### src/design/rta_pkg.sv
`timescale 1ns / 1ps

package rta_pkg;

    localparam int MAX_REGIONS = 64;
    localparam int ADDR_BITS   = 48;
    localparam int IDX_W       = $clog2(MAX_REGIONS);
    localparam int CNT_W       = $clog2(MAX_REGIONS + 1);
    localparam int KIND_W      = 4;
    localparam int MARGIN_W    = 21;
    localparam int WR_SLOTS    = 3;

    localparam logic [MARGIN_W-1:0] MARGIN_RESET = MARGIN_W'(16'h4000);
    localparam logic [KIND_W-1:0]   TYPE_FREE    = KIND_W'(1);

    // request kinds
    localparam logic [1:0] KIND_ADD     = 2'd0;
    localparam logic [1:0] KIND_ALLOC   = 2'd1;
    localparam logic [1:0] KIND_RELEASE = 2'd2;

    // result status codes
    localparam logic [2:0] STAT_DONE     = 3'd0;
    localparam logic [2:0] STAT_REJECT   = 3'd1;
    localparam logic [2:0] STAT_NOFIT    = 3'd2;
    localparam logic [2:0] STAT_FULL     = 3'd3;
    localparam logic [2:0] STAT_NOTFOUND = 3'd4;

    // configuration register indexes
    localparam logic CFG_TOTAL  = 1'b0;
    localparam logic CFG_MARGIN = 1'b1;

    typedef enum logic [1:0] {
        MODE_ADD,
        MODE_ALLOC,
        MODE_REL
    } mode_t;

    typedef enum logic [3:0] {
        S_IDLE,
        S_SCAN,
        S_PICK,
        S_RD_PREV,
        S_RD_CUR,
        S_RD_NEXT,
        S_DECIDE,
        S_SHIFT,
        S_WRITE,
        S_DONE
    } state_t;

    typedef struct packed {
        logic [ADDR_BITS-1:0] lo_addr;
        logic [ADDR_BITS-1:0] hi_addr;
        logic [KIND_W-1:0]    rkind;
    } entry_t;

    typedef struct packed {
        logic             valid;
        logic [CNT_W-1:0] idx;
        logic             we_lo;
        logic             we_hi;
        logic             we_kind;
        entry_t           data;
    } wr_slot_t;

    typedef struct packed {
        mode_t                       mode;
        logic [ADDR_BITS-1:0]        key;
        logic [CNT_W-1:0]            count;
        logic                        shift_up;
        logic                        shift_down;
        logic [CNT_W-1:0]            pos;
        wr_slot_t [WR_SLOTS-1:0]     wr;
        logic [CNT_W-1:0]            rd_idx;
    } cell_cmd_t;

    function automatic logic is_allocatable(input logic [KIND_W-1:0] k);
        return k inside {[KIND_W'(9):KIND_W'(14)]};
    endfunction

endpackage

### src/design/rta_cell.sv
`timescale 1ns / 1ps

module rta_cell
    import rta_pkg::*;
(
    input  logic             clk,
    input  logic [IDX_W-1:0] cell_idx,
    input  cell_cmd_t        cmd,
    input  entry_t           left_entry,
    input  entry_t           right_entry,
    output entry_t           entry,
    output logic             flag,
    output entry_t           rd_data
);

    entry_t               entry_reg;
    entry_t               entry_next;
    logic [CNT_W-1:0]     my_idx;
    logic                 in_use;
    logic [ADDR_BITS-1:0] len;

    assign my_idx = CNT_W'(cell_idx);
    assign in_use = my_idx < cmd.count;
    assign entry  = entry_reg;

    // measure the region, empty when the end is not above the start
    assign len = (entry_reg.hi_addr > entry_reg.lo_addr) ?
                 (entry_reg.hi_addr - entry_reg.lo_addr) : '0;

    // raise the search match for this entry
    always_comb
    begin
        case (cmd.mode)
            MODE_ADD:   flag = in_use && (cmd.key <= entry_reg.lo_addr);
            MODE_ALLOC: flag = in_use && (entry_reg.rkind == TYPE_FREE) && (len >= cmd.key);
            MODE_REL:   flag = in_use && (entry_reg.lo_addr == cmd.key);
            default:    flag = 1'b0;
        endcase
    end

    // drive the shared read bus when selected
    assign rd_data = (cmd.rd_idx == my_idx) ? entry_reg : '0;

    // shift along the chain, then apply field writes
    always_comb
    begin
        entry_next = entry_reg;
        if (cmd.shift_up && my_idx >= cmd.pos)
        begin
            entry_next = left_entry;
        end
        else if (cmd.shift_down && my_idx >= cmd.pos)
        begin
            entry_next = right_entry;
        end
        for (int k = 0; k < WR_SLOTS; k++)
        begin
            if (cmd.wr[k].valid && cmd.wr[k].idx == my_idx)
            begin
                if (cmd.wr[k].we_lo)
                begin
                    entry_next.lo_addr = cmd.wr[k].data.lo_addr;
                end
                if (cmd.wr[k].we_hi)
                begin
                    entry_next.hi_addr = cmd.wr[k].data.hi_addr;
                end
                if (cmd.wr[k].we_kind)
                begin
                    entry_next.rkind = cmd.wr[k].data.rkind;
                end
            end
        end
    end

    always_ff @(posedge clk)
    begin
        entry_reg <= entry_next;
    end

endmodule

### config.mk
export PLATFORM = sky130hd
export DESIGN_NAME = rta_cell
export DESIGN_NICKNAME = d
export VERILOG_FILES = /design/src/design/rta_pkg.sv /design/src/design/rta_cell.sv
export SDC_FILE = /design/constraint.sdc
export NUM_CORES = 1
export LEC_CHECK = 0
export BUFFER_PORTS_ARGS = -buffer_cell sky130_fd_sc_hd__buf_2
export CAP_MARGIN = 20
export CORE_AREA = 2 2 315 317
export DETAILED_ROUTE_END_ITERATION = 10
export DIE_AREA = 0 0 317 319
export PLACE_DENSITY = 0.31
export SLEW_MARGIN = 20
export SYNTH_ARGS = -nofsm -noshare
export SYNTH_HDL_FRONTEND = slang
export SYNTH_SLANG_ARGS = --single-unit
export TNS_END_PERCENT = 20
### constraint.sdc
create_clock -name clk -period 10.2 [get_ports clk]
set_input_delay 0.51 -clock clk [delete_from_list [all_inputs] [get_ports clk]]
set_output_delay 0.51 -clock clk [all_outputs]
set_load 0.05 [all_outputs]
==> impl_results.md <==
- Slew margin rel.: 30.64%
- Switching Share: between 50% and 60%
- Worst Hold End: entry[38]$_DFF_P_
- Antenna violations before repair: 50
- Internal power: 1715 µW
- R2R Path End: entry[52]$_DFF_P_
- Share of the synthesized area in the top cell type: between 10% and 20%
- CTS tree: yes
- Routed WL: around 110 mm
- Critical Path RT: 9.69 ns
- Max FFs per register: 100
- Iteration-0 DRC Markers: roughly 1,100
- Largest net degree at the start of global routing: 66
- Leak: roughly 0.01 µW
- Gr usage total: between 20% and 30%
- Site Rows: between 100 and 150
- DRC: 0
- Slew Viols, Final: 0
- Fraction of registers with async set/reset: 0%
- Total Negative Setup Slacks: 0 ns
- Final ANT Viol Nets: 0
- RSZ-0062 raised after global routing: false
- Vias after detailed routing: 17,920
- Sequential cell area fraction in the yosys report: about 15%
- Critical Path Sink Type: primary output
- Sinks on Clock Net: 100
- Setup Crit Path Kind: flip-flop to primary output
- First-pass GRT wire length: ~150 mm
- H-tree depth: 3
- Initial Util: between 10 and 15%
- Full die area: between 100,000 and 150,000 µm²
- Hold Path Stages: 3
- Post-layout util: slightly below 20%
- Peak Freq: 146.8 MHz
- Detailed Routing Iterations Pass 1: 5
- Seq cells post-synth: 100
- # IOs: a little over 800
- Vias in the first global route: 18,290
- Grt ovf: 0
- Reg2reg start: entry[52]$_DFF_P_
- Layout Skew: 0 ns
- Final layout net count: 3,397
- Netlist cell types: 67
- Via density: around 4.6
- Syn avg cell area: slightly above 7 µm²
- Clock root cell: clkbuf_16
- Die Y: ~320 µm
- DP Cell Count: between 3,000 and 4,000
- Synth Flop Type: dfxtp_1
- Hold slack: 0.2647 ns
- R2r worst-path depth: 4
- Gate power share: a little over two thirds
- Synth top area cells: dfxtp_1 15%, ha_1 14%, o221ai_1 9.0%
- HP Start: cmd[267]
- VDD IR max: ~0.000065 V
- PwrDens: 212.1 nW/µm²
- Number of enable flip-flop cells after synthesis: 0
- Post-Syn Area: 13,720 µm²
- Area grow syn2layout: 41.28%
- Post-synth top area cell: dfxtp_1
- Post-cts gate resize count: 0
- Max Root-Sink Buffers: 2
- NetSw: about 2400 µW
- Wire length per cell: 27.19 µm
- Warnings, synthesis: 0
- Critical path startpoint category: flip-flop
- Power share of the clock group: under 10%
- Worst Hold Class: primary input to flip-flop
- Port Buffers: 813
- Syn Nets: between 2,000 and 3,000
- DP Wirelength: between 80 and 90 mm
- Crit Path Max Fanout: 24
- CTS Buf Count: 9
- Horiz. Die Dim: approximately 320 µm
- Clock latency on the worst-skew pair: ~0.42 ns
- Share of cells above drive strength 1: 33.54%
- Core box area: roughly 98,000 µm²
- Period utilization: 66.77%
- # setup viols final: 0
- Flop pwr share: between 10% and 20%
- Post-synthesis cell count: roughly 1,900
- CTS Hold Bufs: 0
- Final Instance Count excl. Fillers: just under 4,000
- Final hold violation count: 0
- Reg2Reg Setup Slack: approximately 9 ns
- Fin crit period: approximately 7 ns
- Clock Pin Slew Worst Setup and Hold Paths: 0.11 ns
- Status: completed
- Arrival time at the worst endpoint: between 6 and 7 ns
- Worst Tran Pin Value: about 1.0 ns
- Number of post-CTS setup repair buffers: 0
- RePlAce Congestion: ~0.87
- Max_cap viols: 0
-- placed cells by master, fill, tap and decap left out, drive strengths merged, types with 12 or more instances in the layout --
cell type and instances:
a22oi 92, nor2b 14, ha 155, a41oi 47, a21oi 83, o211ai 15
nor3 28, dfxtp 100, nand3 18, xnor2 29, and2 111, o22ai 47
nor2 211, diode 15, xor2 27, nand4 33, nand2 137, o21ai 48
inv 178, o221ai 141, nor4 15, buf 836, a211oi 12, a21o 114
o21a 14
-- how the worst max path moves through the flow --
stage / startpoint / to / slack (ns)
6_report: entry[52]$_DFF_P_ / flag / 3.39
5_1_grt: entry[52]$_DFF_P_ / flag / 2.89
3_5_place_dp: entry[52]$_DFF_P_ / flag / 3.71
2_1_floorplan: entry[52]$_DFF_P_ / flag / 4.45
4_1_cts: entry[52]$_DFF_P_ / flag / 3.19
3_3_place_gp: entry[52]$_DFF_P_ / flag / 3.73
-- layer usage --
metal / part of all wire, % / GRT usage [%]
met1: 43 / 25.44
met2: 50 / 36.13
met3: 5.7 / 4.110
met4: 1.8 / 4.266
met5: 0.18 / 0
-- cell families after synthesis --
group | after synthesis | share of synthesized area [%]
AOI/OAI and AO/OA | 675 | 36.40
and+or+nand+nor | 614 | 21.60
buffers and inverters | 318 | 9.126
adders and majority gates | 156 | 14.28
DFF | 100 | 14.59
xor gates and xnor gates | 56 | 3.574
muxes | 6 | 0.4376
-- critical path, cell delays in order (launching register included) --
cell and delay [ns]:
dfxtp_1 0.45, ha_1 0.20, inv_1 0.05, fa_1 0.42, a211oi_1 0.30, o211ai_1 0.18
a21oi_1 0.42, nor4_1 0.12, o21a_1 0.24, or2_4 0.29, a21oi_4 0.60, buf_4 0.36
nor2_1 0.09, ha_1 0.29, nand4_1 0.11, a211oi_1 0.27, o41ai_1 0.12, a21oi_1 0.14
o21ai_0 0.18, a211oi_1 0.59, buf_2 0.44
-- through the flow --
step | cell area (µm²) | total power, µW | worst slack [ns]
after floorplan | 13720 | 2687 | 4.453
after global placement | 19060 | 3783 | 3.731
after detailed placement | 19060 | 3738 | 3.710
after CTS | 19350 | 4184 | 3.190
after global routing | 19360 | 4458 | 2.889
final | 19390 | 4113 | 3.389
-- area by class of cell --
| type | count | area, µm² |
|---|---|---|
| Antenna cell | 15 | 37.54 |
| Clock buffer | 10 | 239.0 |
| Clock inverter | 6 | 52.55 |
| Fill cell | 11360 | 78310 |
| Inverter | 174 | 653.1 |
| Multi-Input combinational cell | 1507 | 10550 |
| Sequential cell | 100 | 2002 |
| Tap cell | 1287 | 1610 |
| Timing Repair Buffer | 836 | 4247 |
-- synth_stat cells, drive strengths merged (5+ instances only) --
master  number
nor4        15
buf         36
and2       111
dfxtp      100
o21bai       9
o211ai      15
o22ai       47
nand2b      10
nor3        28
a41oi       47
nand4       33
or2          6
o31ai        5
nand2      137
a31oi        5
o221ai     141
xor2        27
a221oi       7
o21ai       48
a22oi       92
mux2i        6
o21a        14
ha         155
clkbuf     108
nor2       211
nand3       18
nor2b       14
o22a        11
and3         9
a21o       114
a211oi      12
xnor2       29
a21oi       83
inv        174
-- power by group through the flow --
stage               clock network [µW]  registers (µW)  logic [µW]
global placement                     0             821        2960
floorplan                            0            1110        1580
detailed placement                   0             831        2910
finish                             408             806        2900
global route                       445             837        3180
CTS                                440             821        2920
Power figures use the tool's default switching activity.
